$ cat src/rtl/gdn_pkg.sv
// shared constants, calendar tables and helper functions for the day number converter
// no dependencies; used by gdn_encode, gdn_decode and gregorian_day_number_convert
package gdn_pkg;

  localparam int unsigned MaxYearInt = 9999;
  localparam int unsigned BaseYearInt = 1601;

  localparam logic [13:0] MaxYear  = 14'(MaxYearInt);
  localparam logic [13:0] BaseYear = 14'(BaseYearInt);

  // years elapsed up to jan 1 after the last supported year
  localparam int unsigned LastSpan = MaxYearInt + 1 - BaseYearInt;
  localparam logic [22:0] LastDay  = 23'(365 * LastSpan + LastSpan / 4 - LastSpan / 100
                                         + LastSpan / 400);

  // reciprocal multipliers: x / c == (x * Recip) >> Shift over the value ranges used here
  localparam int unsigned Recip100Shift = 19;
  localparam logic [12:0] Recip100 = 13'(((64'd1 << Recip100Shift) + 64'd99) / 64'd100);
  localparam int unsigned RecipYearShift = 30;
  // rounded down, so the year estimate is never above the true year
  localparam logic [21:0] RecipYear = 22'((64'd1 << RecipYearShift) * 64'd400 / 64'd146097);
  localparam int unsigned Recip7Shift = 25;
  localparam logic [22:0] Recip7 = 23'(((64'd1 << Recip7Shift) + 64'd6) / 64'd7);

  localparam int unsigned EncStages = 3;
  localparam int unsigned DecStages = 8;
  localparam int unsigned NStages   = EncStages + DecStages;

  // days in the months before month m of a common year; months past twelve add 31 each
  function automatic logic [8:0] cum_days(input logic [3:0] m);
    logic [8:0] c;
    case (m)
      4'd0, 4'd1: c = 9'd0;
      4'd2:       c = 9'd31;
      4'd3:       c = 9'd59;
      4'd4:       c = 9'd90;
      4'd5:       c = 9'd120;
      4'd6:       c = 9'd151;
      4'd7:       c = 9'd181;
      4'd8:       c = 9'd212;
      4'd9:       c = 9'd243;
      4'd10:      c = 9'd273;
      4'd11:      c = 9'd304;
      4'd12:      c = 9'd334;
      4'd13:      c = 9'd365;
      4'd14:      c = 9'd396;
      default:    c = 9'd427;
    endcase
    return c;
  endfunction

  function automatic logic [8:0] cum_days_leap(input logic [3:0] m, input logic leap);
    return cum_days(m) + 9'((leap && (m >= 4'd3)) ? 1 : 0);
  endfunction

  // leap test from a year j and its hundreds q = j / 100
  function automatic logic is_leap(input logic [13:0] j, input logic [7:0] q);
    logic [13:0] rem;
    rem = j - 14'(q) * 14'd100;
    return (j[1:0] == 2'd0) && ((rem != 14'd0) || (q[1:0] == 2'd0));
  endfunction

  // days from jan 1 1601 to jan 1 of the year k years later, with q = k / 100
  function automatic logic [22:0] days_before(input logic [13:0] k, input logic [7:0] q);
    return 23'(k) * 23'd365 + 23'(k[13:2]) - 23'(q) + 23'(q[7:2]);
  endfunction

endpackage

$ cat src/rtl/gdn_encode.sv
// front pipeline: turns a date into a serial day number or passes a day number through
// depends on gdn_pkg; three register stages, each loaded when its enable is high
module gdn_encode (
  input  logic                           clk_i,
  input  logic [gdn_pkg::EncStages-1:0] en_i,
  input  logic                           kind_i,
  input  logic [21:0]                    day_number_i,
  input  logic [13:0]                    year_i,
  input  logic [3:0]                     month_i,
  input  logic [4:0]                     day_i,
  output logic [21:0]                    day_count_o
);
  import gdn_pkg::*;

  // stage 0
  logic        kind0_q, yok0_q, mge3_0_q;
  logic [21:0] dn_in0_q;
  logic [13:0] y0_q, k0_q;
  logic [8:0]  cum0_q;
  logic [4:0]  d0_q;
  logic [26:0] prodk0_q, prody0_q;
  logic [13:0] k0_d;

  // stage 1
  logic        kind1_q, yok1_q;
  logic [21:0] dn_in1_q;
  logic [22:0] dbf1_q, dbf1_d;
  logic [9:0]  add1_q, add1_d;
  logic        leap1_d;

  // stage 2
  logic [21:0] dn2_q, dn2_d;
  logic [22:0] sel2;

  assign k0_d = year_i - BaseYear;

  always_ff @(posedge clk_i) begin
    if (en_i[0]) begin
      kind0_q  <= kind_i;
      dn_in0_q <= day_number_i;
      y0_q     <= year_i;
      k0_q     <= k0_d;
      yok0_q   <= (year_i >= BaseYear) && (year_i <= MaxYear);
      mge3_0_q <= month_i >= 4'd3;
      cum0_q   <= cum_days(month_i);
      d0_q     <= day_i;
      prodk0_q <= 27'(k0_d) * 27'(Recip100);
      prody0_q <= 27'(year_i) * 27'(Recip100);
    end
  end

  always_comb begin
    leap1_d = is_leap(y0_q, prody0_q[26:19]);
    dbf1_d  = days_before(k0_q, prodk0_q[26:19]);
    add1_d  = 10'(cum0_q) + 10'(d0_q) + 10'((leap1_d && mge3_0_q) ? 1 : 0);
  end

  always_ff @(posedge clk_i) begin
    if (en_i[1]) begin
      kind1_q  <= kind0_q;
      dn_in1_q <= dn_in0_q;
      yok1_q   <= yok0_q;
      dbf1_q   <= dbf1_d;
      add1_q   <= add1_d;
    end
  end

  always_comb begin
    if (kind1_q) begin
      sel2 = 23'(dn_in1_q);
    end else if (yok1_q) begin
      sel2 = dbf1_q + 23'(add1_q);
    end else begin
      sel2 = 23'd0;
    end
    // anything past the last supported day is not a date
    dn2_d = (sel2 > LastDay) ? 22'd0 : sel2[21:0];
  end

  always_ff @(posedge clk_i) begin
    if (en_i[2]) begin
      dn2_q <= dn2_d;
    end
  end

  assign day_count_o = dn2_q;

endmodule

$ cat src/rtl/gdn_decode.sv
// back pipeline: splits a serial day number into year, month, day and weekday
// depends on gdn_pkg; eight register stages, the last one is the output register
module gdn_decode (
  input  logic                           clk_i,
  input  logic [gdn_pkg::DecStages-1:0] en_i,
  input  logic [21:0]                    day_count_i,
  output logic [21:0]                    day_count_o,
  output logic [13:0]                    year_o,
  output logic [3:0]                     month_o,
  output logic [4:0]                     day_of_month_o,
  output logic [8:0]                     day_of_year_o,
  output logic [2:0]                     weekday_o,
  output logic                           is_date_o
);
  import gdn_pkg::*;

  logic [21:0] r0_d;

  // stage 0: reciprocal products for the year estimate and the weekday
  logic [21:0] dn0_q, r0_q;
  logic [43:0] prode0_q;
  logic [44:0] prodw0_q;

  // stage 1
  logic [21:0] dn1_q, r1_q;
  logic [13:0] e1_1_q, e1_1_d;
  logic [26:0] prode1_1_q;
  logic [2:0]  wd1_q, wd1_d;
  logic [19:0] q7;

  // stage 2
  logic [21:0] dn2_q, r2_q;
  logic [13:0] e1_2_q;
  logic [22:0] dbfe1_2_q;
  logic        leape2_q;
  logic [2:0]  wd2_q;

  // stage 3
  logic [21:0] dn3_q;
  logic [2:0]  wd3_q;
  logic [13:0] year3_q, year3_d;
  logic [8:0]  doy3_q, doy3_d, diff3;
  logic        ge3;

  // stage 4
  logic [21:0] dn4_q;
  logic [2:0]  wd4_q;
  logic [13:0] year4_q;
  logic [8:0]  doy4_q;
  logic [26:0] prody4_q;

  // stage 5
  logic [21:0] dn5_q;
  logic [2:0]  wd5_q;
  logic [13:0] year5_q;
  logic [8:0]  doy5_q;
  logic        leap5_q;

  // stage 6
  logic [21:0] dn6_q;
  logic [2:0]  wd6_q;
  logic [13:0] year6_q;
  logic [8:0]  doy6_q;
  logic        leap6_q;
  logic [3:0]  month6_q, month6_d;

  // stage 7 (output)
  logic [21:0] dn7_q;
  logic [2:0]  wd7_q;
  logic [13:0] year7_q;
  logic [8:0]  doy7_q;
  logic [3:0]  month7_q;
  logic [4:0]  dom7_q;
  logic        ok7_q;
  logic        ok7_d;
  logic [8:0]  dom7_full;

  assign r0_d = day_count_i - 22'd1;

  always_ff @(posedge clk_i) begin
    if (en_i[0]) begin
      dn0_q    <= day_count_i;
      r0_q     <= r0_d;
      prode0_q <= 44'(r0_d) * 44'(RecipYear);
      prodw0_q <= 45'(day_count_i) * 45'(Recip7);
    end
  end

  // year estimate e is the true year index or one below; e1 = e + 1 is tested next
  always_comb begin
    e1_1_d = prode0_q[43:30] + 14'd1;
    q7     = prodw0_q[44:25];
    wd1_d  = 3'(dn0_q - 22'(q7) * 22'd7);
  end

  always_ff @(posedge clk_i) begin
    if (en_i[1]) begin
      dn1_q      <= dn0_q;
      r1_q       <= r0_q;
      e1_1_q     <= e1_1_d;
      prode1_1_q <= 27'(e1_1_d) * 27'(Recip100);
      wd1_q      <= wd1_d;
    end
  end

  // e1 also counts years from 1600, so it gives the leap test of year index e
  always_ff @(posedge clk_i) begin
    if (en_i[2]) begin
      dn2_q     <= dn1_q;
      r2_q      <= r1_q;
      e1_2_q    <= e1_1_q;
      dbfe1_2_q <= days_before(e1_1_q, prode1_1_q[26:19]);
      leape2_q  <= is_leap(e1_1_q, prode1_1_q[26:19]);
      wd2_q     <= wd1_q;
    end
  end

  always_comb begin
    ge3   = 23'(r2_q) >= dbfe1_2_q;
    diff3 = 9'(23'(r2_q) - dbfe1_2_q);
    if (ge3) begin
      year3_d = BaseYear + e1_2_q;
      doy3_d  = diff3 + 9'd1;
    end else begin
      // step back one year: add the length of year e
      year3_d = BaseYear + e1_2_q - 14'd1;
      doy3_d  = diff3 + 9'd366 + 9'(leape2_q);
    end
  end

  always_ff @(posedge clk_i) begin
    if (en_i[3]) begin
      dn3_q   <= dn2_q;
      wd3_q   <= wd2_q;
      year3_q <= year3_d;
      doy3_q  <= doy3_d;
    end
  end

  always_ff @(posedge clk_i) begin
    if (en_i[4]) begin
      dn4_q    <= dn3_q;
      wd4_q    <= wd3_q;
      year4_q  <= year3_q;
      doy4_q   <= doy3_q;
      prody4_q <= 27'(year3_q) * 27'(Recip100);
    end
  end

  always_ff @(posedge clk_i) begin
    if (en_i[5]) begin
      dn5_q   <= dn4_q;
      wd5_q   <= wd4_q;
      year5_q <= year4_q;
      doy5_q  <= doy4_q;
      leap5_q <= is_leap(year4_q, prody4_q[26:19]);
    end
  end

  // month is one plus the number of month starts the day of year lies beyond
  always_comb begin
    month6_d = 4'd1;
    for (int i = 2; i <= 12; i++) begin
      if (doy5_q > cum_days_leap(4'(i), leap5_q)) begin
        month6_d = month6_d + 4'd1;
      end
    end
  end

  always_ff @(posedge clk_i) begin
    if (en_i[6]) begin
      dn6_q    <= dn5_q;
      wd6_q    <= wd5_q;
      year6_q  <= year5_q;
      doy6_q   <= doy5_q;
      leap6_q  <= leap5_q;
      month6_q <= month6_d;
    end
  end

  assign ok7_d     = dn6_q != 22'd0;
  assign dom7_full = doy6_q - cum_days_leap(month6_q, leap6_q);

  // not a date: every field reads zero
  always_ff @(posedge clk_i) begin
    if (en_i[7]) begin
      dn7_q    <= dn6_q;
      wd7_q    <= wd6_q;
      ok7_q    <= ok7_d;
      year7_q  <= ok7_d ? year6_q : 14'd0;
      doy7_q   <= ok7_d ? doy6_q : 9'd0;
      month7_q <= ok7_d ? month6_q : 4'd0;
      dom7_q   <= ok7_d ? dom7_full[4:0] : 5'd0;
    end
  end

  assign day_count_o    = dn7_q;
  assign year_o         = year7_q;
  assign month_o        = month7_q;
  assign day_of_month_o = dom7_q;
  assign day_of_year_o  = doy7_q;
  assign weekday_o      = wd7_q;
  assign is_date_o      = ok7_q;

endmodule

$ cat src/rtl/gregorian_day_number_convert.sv
// Gregorian day number converter: one word in, one word out, eleven register stages, and a
// new word can enter every cycle while the output side is not stalling.
// The depth comes from the chain of reciprocal multiplications (year estimate, hundreds
// for the leap rule, weekday) that each get a stage of their own. Day 1 is Jan 1 1601;
// tuser in selects the direction (0 date to day number, 1 day number to date), tuser out
// is set when the result is a real date. Each stage holds while the next one is full and
// stalled, so bubbles close up and nothing is dropped or repeated.
// depends on gdn_pkg, gdn_encode, gdn_decode
module gregorian_day_number_convert (
  input  logic        clk_i,
  input  logic        rst_ni,
  input  logic        s_axis_tvalid_i,
  output logic        s_axis_tready_o,
  // day_number[21:0], year_in[35:22], month_in[39:36], day_in[44:40], zero fill
  input  logic [47:0] s_axis_tdata_i,
  // kind
  input  logic        s_axis_tuser_i,
  output logic        m_axis_tvalid_o,
  input  logic        m_axis_tready_i,
  // day_count[21:0], year_out[35:22], month_out[39:36], day_of_month[44:40],
  // day_of_year[53:45], weekday[56:54], zero fill
  output logic [63:0] m_axis_tdata_o,
  // is_date
  output logic        m_axis_tuser_o
);
  import gdn_pkg::*;

  logic [NStages-1:0] vld_q, vld_d, en;
  logic [21:0]        enc_dn;
  logic [21:0]        day_count;
  logic [13:0]        year_out;
  logic [3:0]         month_out;
  logic [4:0]         day_of_month;
  logic [8:0]         day_of_year;
  logic [2:0]         weekday;
  logic               is_date;

  // a stage loads when it is empty or the stage after it moves on
  always_comb begin
    en[NStages-1] = !vld_q[NStages-1] || m_axis_tready_i;
    for (int i = NStages - 2; i >= 0; i--) begin
      en[i] = !vld_q[i] || en[i+1];
    end
    vld_d = vld_q;
    if (en[0]) begin
      vld_d[0] = s_axis_tvalid_i;
    end
    for (int i = 1; i < NStages; i++) begin
      if (en[i]) begin
        vld_d[i] = vld_q[i-1];
      end
    end
  end

  always_ff @(posedge clk_i or negedge rst_ni) begin
    if (!rst_ni) begin
      vld_q <= '0;
    end else begin
      vld_q <= vld_d;
    end
  end

  gdn_encode u_encode (
    .clk_i        (clk_i),
    .en_i         (en[EncStages-1:0]),
    .kind_i       (s_axis_tuser_i),
    .day_number_i (s_axis_tdata_i[21:0]),
    .year_i       (s_axis_tdata_i[35:22]),
    .month_i      (s_axis_tdata_i[39:36]),
    .day_i        (s_axis_tdata_i[44:40]),
    .day_count_o  (enc_dn)
  );

  gdn_decode u_decode (
    .clk_i          (clk_i),
    .en_i           (en[NStages-1:EncStages]),
    .day_count_i    (enc_dn),
    .day_count_o    (day_count),
    .year_o         (year_out),
    .month_o        (month_out),
    .day_of_month_o (day_of_month),
    .day_of_year_o  (day_of_year),
    .weekday_o      (weekday),
    .is_date_o      (is_date)
  );

  assign s_axis_tready_o = en[0];
  assign m_axis_tvalid_o = vld_q[NStages-1];
  assign m_axis_tdata_o  = {7'd0, weekday, day_of_year, day_of_month, month_out, year_out,
                            day_count};
  assign m_axis_tuser_o  = is_date;

endmodule

$ cat config.mk
export PLATFORM = sky130hd
export DESIGN_NAME = gregorian_day_number_convert
export DESIGN_NICKNAME = d
export VERILOG_FILES = /design/src/rtl/gdn_pkg.sv /design/src/rtl/gdn_encode.sv /design/src/rtl/gdn_decode.sv /design/src/rtl/gregorian_day_number_convert.sv
export SDC_FILE = /design/constraint.sdc
export NUM_CORES = 2
export LEC_CHECK = 0
export BUFFER_PORTS_ARGS = -buffer_cell sky130_fd_sc_hd__buf_2
export CELL_PAD_IN_SITES_DETAIL_PLACEMENT = 0
export CELL_PAD_IN_SITES_GLOBAL_PLACEMENT = 1
export CORE_ASPECT_RATIO = 0.5
export CORE_MARGIN = 10
export CORE_UTILIZATION = 54
export DETAILED_ROUTE_END_ITERATION = 7
export GPL_TIMING_DRIVEN = 0
export PLACE_DENSITY = 0.93
export SYNTH_ARGS = -nofsm -noshare
export SYNTH_HDL_FRONTEND = slang
export SYNTH_HIERARCHICAL = 1
export SYNTH_SLANG_ARGS = --single-unit
export TNS_END_PERCENT = 5
$ cat constraint.sdc
create_clock -name clk_i -period 15.9 [get_ports clk_i]
set_clock_uncertainty 0.15 [all_clocks]
set_input_delay 1.59 -clock clk_i [delete_from_list [all_inputs] [get_ports clk_i]]
set_output_delay 1.59 -clock clk_i [all_outputs]
set_load 0.02 [all_outputs]
==> results.ini <==
[timing]
fmax_mhz=82.1
setup_viol=0
worst_pin_slew_ns=1.41
rsz0062_at_grt=no
post-route-period-util_pct=76.6
slew_headroom_pct=5.36
fin_crit_ns=12.17
slew_viol_final=0
tns_ns=0
final_hold_viol_count=0

[synth]
yosys-top-cells-count=1342 x inv_1, 1134 x ha_1, 685 x fa_1, 641 x edfxtp_1, 226 x xnor2_1
synth_warnings=6
synth_top_area_cell=edfxtp_1
synth_cells=5381
async_flop_share_pct=1.67
synth_top_flop_cell=edfxtp_1
ys_seq_area_share_pct=31.2
avgSynthCellArea_um2=11.7
synth.distinct_cells=109
yosysTopAreaCellShare_pct=30.6
synth_area_um2=62900
ys_seq_elements=657
synth_most_common_cell=inv_1
synth_edf_count=641
synth.top_cells.by_area=edfxtp_1 31%, ha_1 23%, fa_1 22%

[outcome]
status=finished, final reports clean

[placed_design]
dp_hpwl_um=103000
port_buffers=109
post_dp_cell_area_um2=65700
place_congestion=0.904

[routing]
ant_nets=0
finalWirelength_um=125000
first_pass_iters=5
wl_per_cell_um=17.5
drcViolationCount=0
viasPerCell=5.31
drt_iter0_markers=2126
vias=37960

[global_route]
grt_util_all_layers_pct=19.6
antenna_found_initial=0
grt_pass1_vias=41246
grt_pass1_wl_um=210000
grt_remaining_overflow=0
grt_max_degree=70

[worst_setup_path]
crit_path_start_kind=flop
crit_arrival_ns=12.44
end_kind=flop
crit_buf_inv=5
required_ns=16.16
cp_top_family=adder cells
crit_slowest_cell=a2111oi_0
cpMostUsedCell=fa_1
max_stage_delay_ns=0.73
crit_type=flop to flop
cp_max_fo=9

[clock_network]
post_cts_buffers=0
cts_buffer_depth=3
cts_root_buffer=clkbuf_16
hold_buffers=0
insertion_delay_ns=0.70
cts_buffers=57
h-tree-depth=2
clock_sinks=657
tritoncts=yes
clk_pin_slew_ns=0.08
cts_resized=0

[floorplan]
die_w_um=503
fp-row-count=88
ios=120
start_util_pct=54.5
coreArea_um2=116000
dieArea_um2=131000
die_h_um=261

[finish]
layout-drive-gt1-share_pct=5.83
top_regs=u_decode/dbfe1_2_q: 23 flops, u_encode/dbf1_q: 23 flops
final_cell_area_um2=67700
fill_cells=9080
area_growth_pct=7.60
fin_nets=7445
n_antenna_cell=0

[hold_path]
hold_class=flop to flop

[run]
maxCapViolations=0

## worst paths after layout
path / from / end / slack, ns / cells after the start
max: u_encode/day_count_o[0] / u_decode/prode0_q[42] / 3.73 / 36
min: u_decode/dn3_q[17] / u_decode/dn4_q[17] / 0.24 / 0
max reg2reg: u_encode/day_count_o[0] / u_decode/prode0_q[42] / 3.73 / 36
min reg2reg: u_decode/dn3_q[17] / u_decode/dn4_q[17] / 0.24 / 0
max in group asynchronous: rst_ni / vld_q[10] / 14.77 / 1
min in group asynchronous: rst_ni / vld_q[2] / 0.61 / 1
## metal layers
metal  wire length [um]  global-route usage [%]  part of all wire (%)
met1              54700                    25.7                    44
met2              62300                    34.8                    50
met3               5810                    2.55                   4.6
met4               2600                    4.40                   2.1
met5                  0                       0                     0
## stage by stage
step	setup slack [ns]	hold WS (ns)	std cells	utilization [%]
2_1_floorplan	6.43	0.250	5387	-
3_3_place_gp	3.35	0.252	7026	56.6
3_5_place_dp	3.79	0.255	7044	56.9
4_1_cts	3.72	0.244	7152	58.6
5_1_grt	2.87	0.245	7152	58.6
6_report	3.73	0.245	7152	58.6
## worst reg2reg max path: cells and delay by family, from the launching register on
family | cells | cell delay [ns]
XOR/XNOR | 2 | 0.84
buffers and inverters | 5 | 1.31
adder cells (fa/ha/maj) | 9 | 4.03
AO/OA/AOI/OAI | 11 | 3.03
flip-flops | 1 | 0.57
AND/OR/NAND/NOR | 9 | 1.98
## cells by family after synthesis
group	after synthesis	share of synthesized area, %
buffers and inverters	1382	8.38
adders and majority gates	1819	44.4
xor gates and xnor gates	306	4.34
muxes	24	0.430
and+or+nand+nor	611	5.04
AOI/OAI and AO/OA	581	6.27
other	1	0.00596
DFF	657	31.2
## placed cells by master (no fill, tap or decap), drive strengths merged, types with 18 or more instances in the layout
cell,synthesis,layout
inv,1343,1348
ha,1134,1134
fa,685,685
edfxtp,641,641
xnor2,227,227
a21oi,183,183
buf,25,152
nor2,147,147
nand2,127,127
o21ai,101,101
xor2,77,77
clkbuf,12,75
a21o,72,72
nor2b,58,58
nand3,47,47
nor3,42,42
nand4,38,38
clkinv,2,31
or2,29,29
and3,26,26
o21a,24,24
o21bai,20,20
nand2b,19,19
o211ai,19,19
a21boi,19,19
mux2i,18,18
a211oi,18,18
## area by class of cell
cell class / instances / area, um^2 / area share, %
Multi-Input combinational cell: 3348 / 38100 / 56.3
Sequential cell: 657 / 19600 / 29.0
Inverter: 1345 / 5050 / 7.46
Tap cell: 1530 / 1910 / 2.83
Clock buffer: 63 / 1450 / 2.14
Timing Repair Buffer: 127 / 842 / 1.24
Clock inverter: 45 / 489 / 0.723
Buffer: 37 / 223 / 0.329
Power is left out: the tool's default activity adds up to more than one toggle a clock period on the data nets, which glitch-free logic cannot reach.
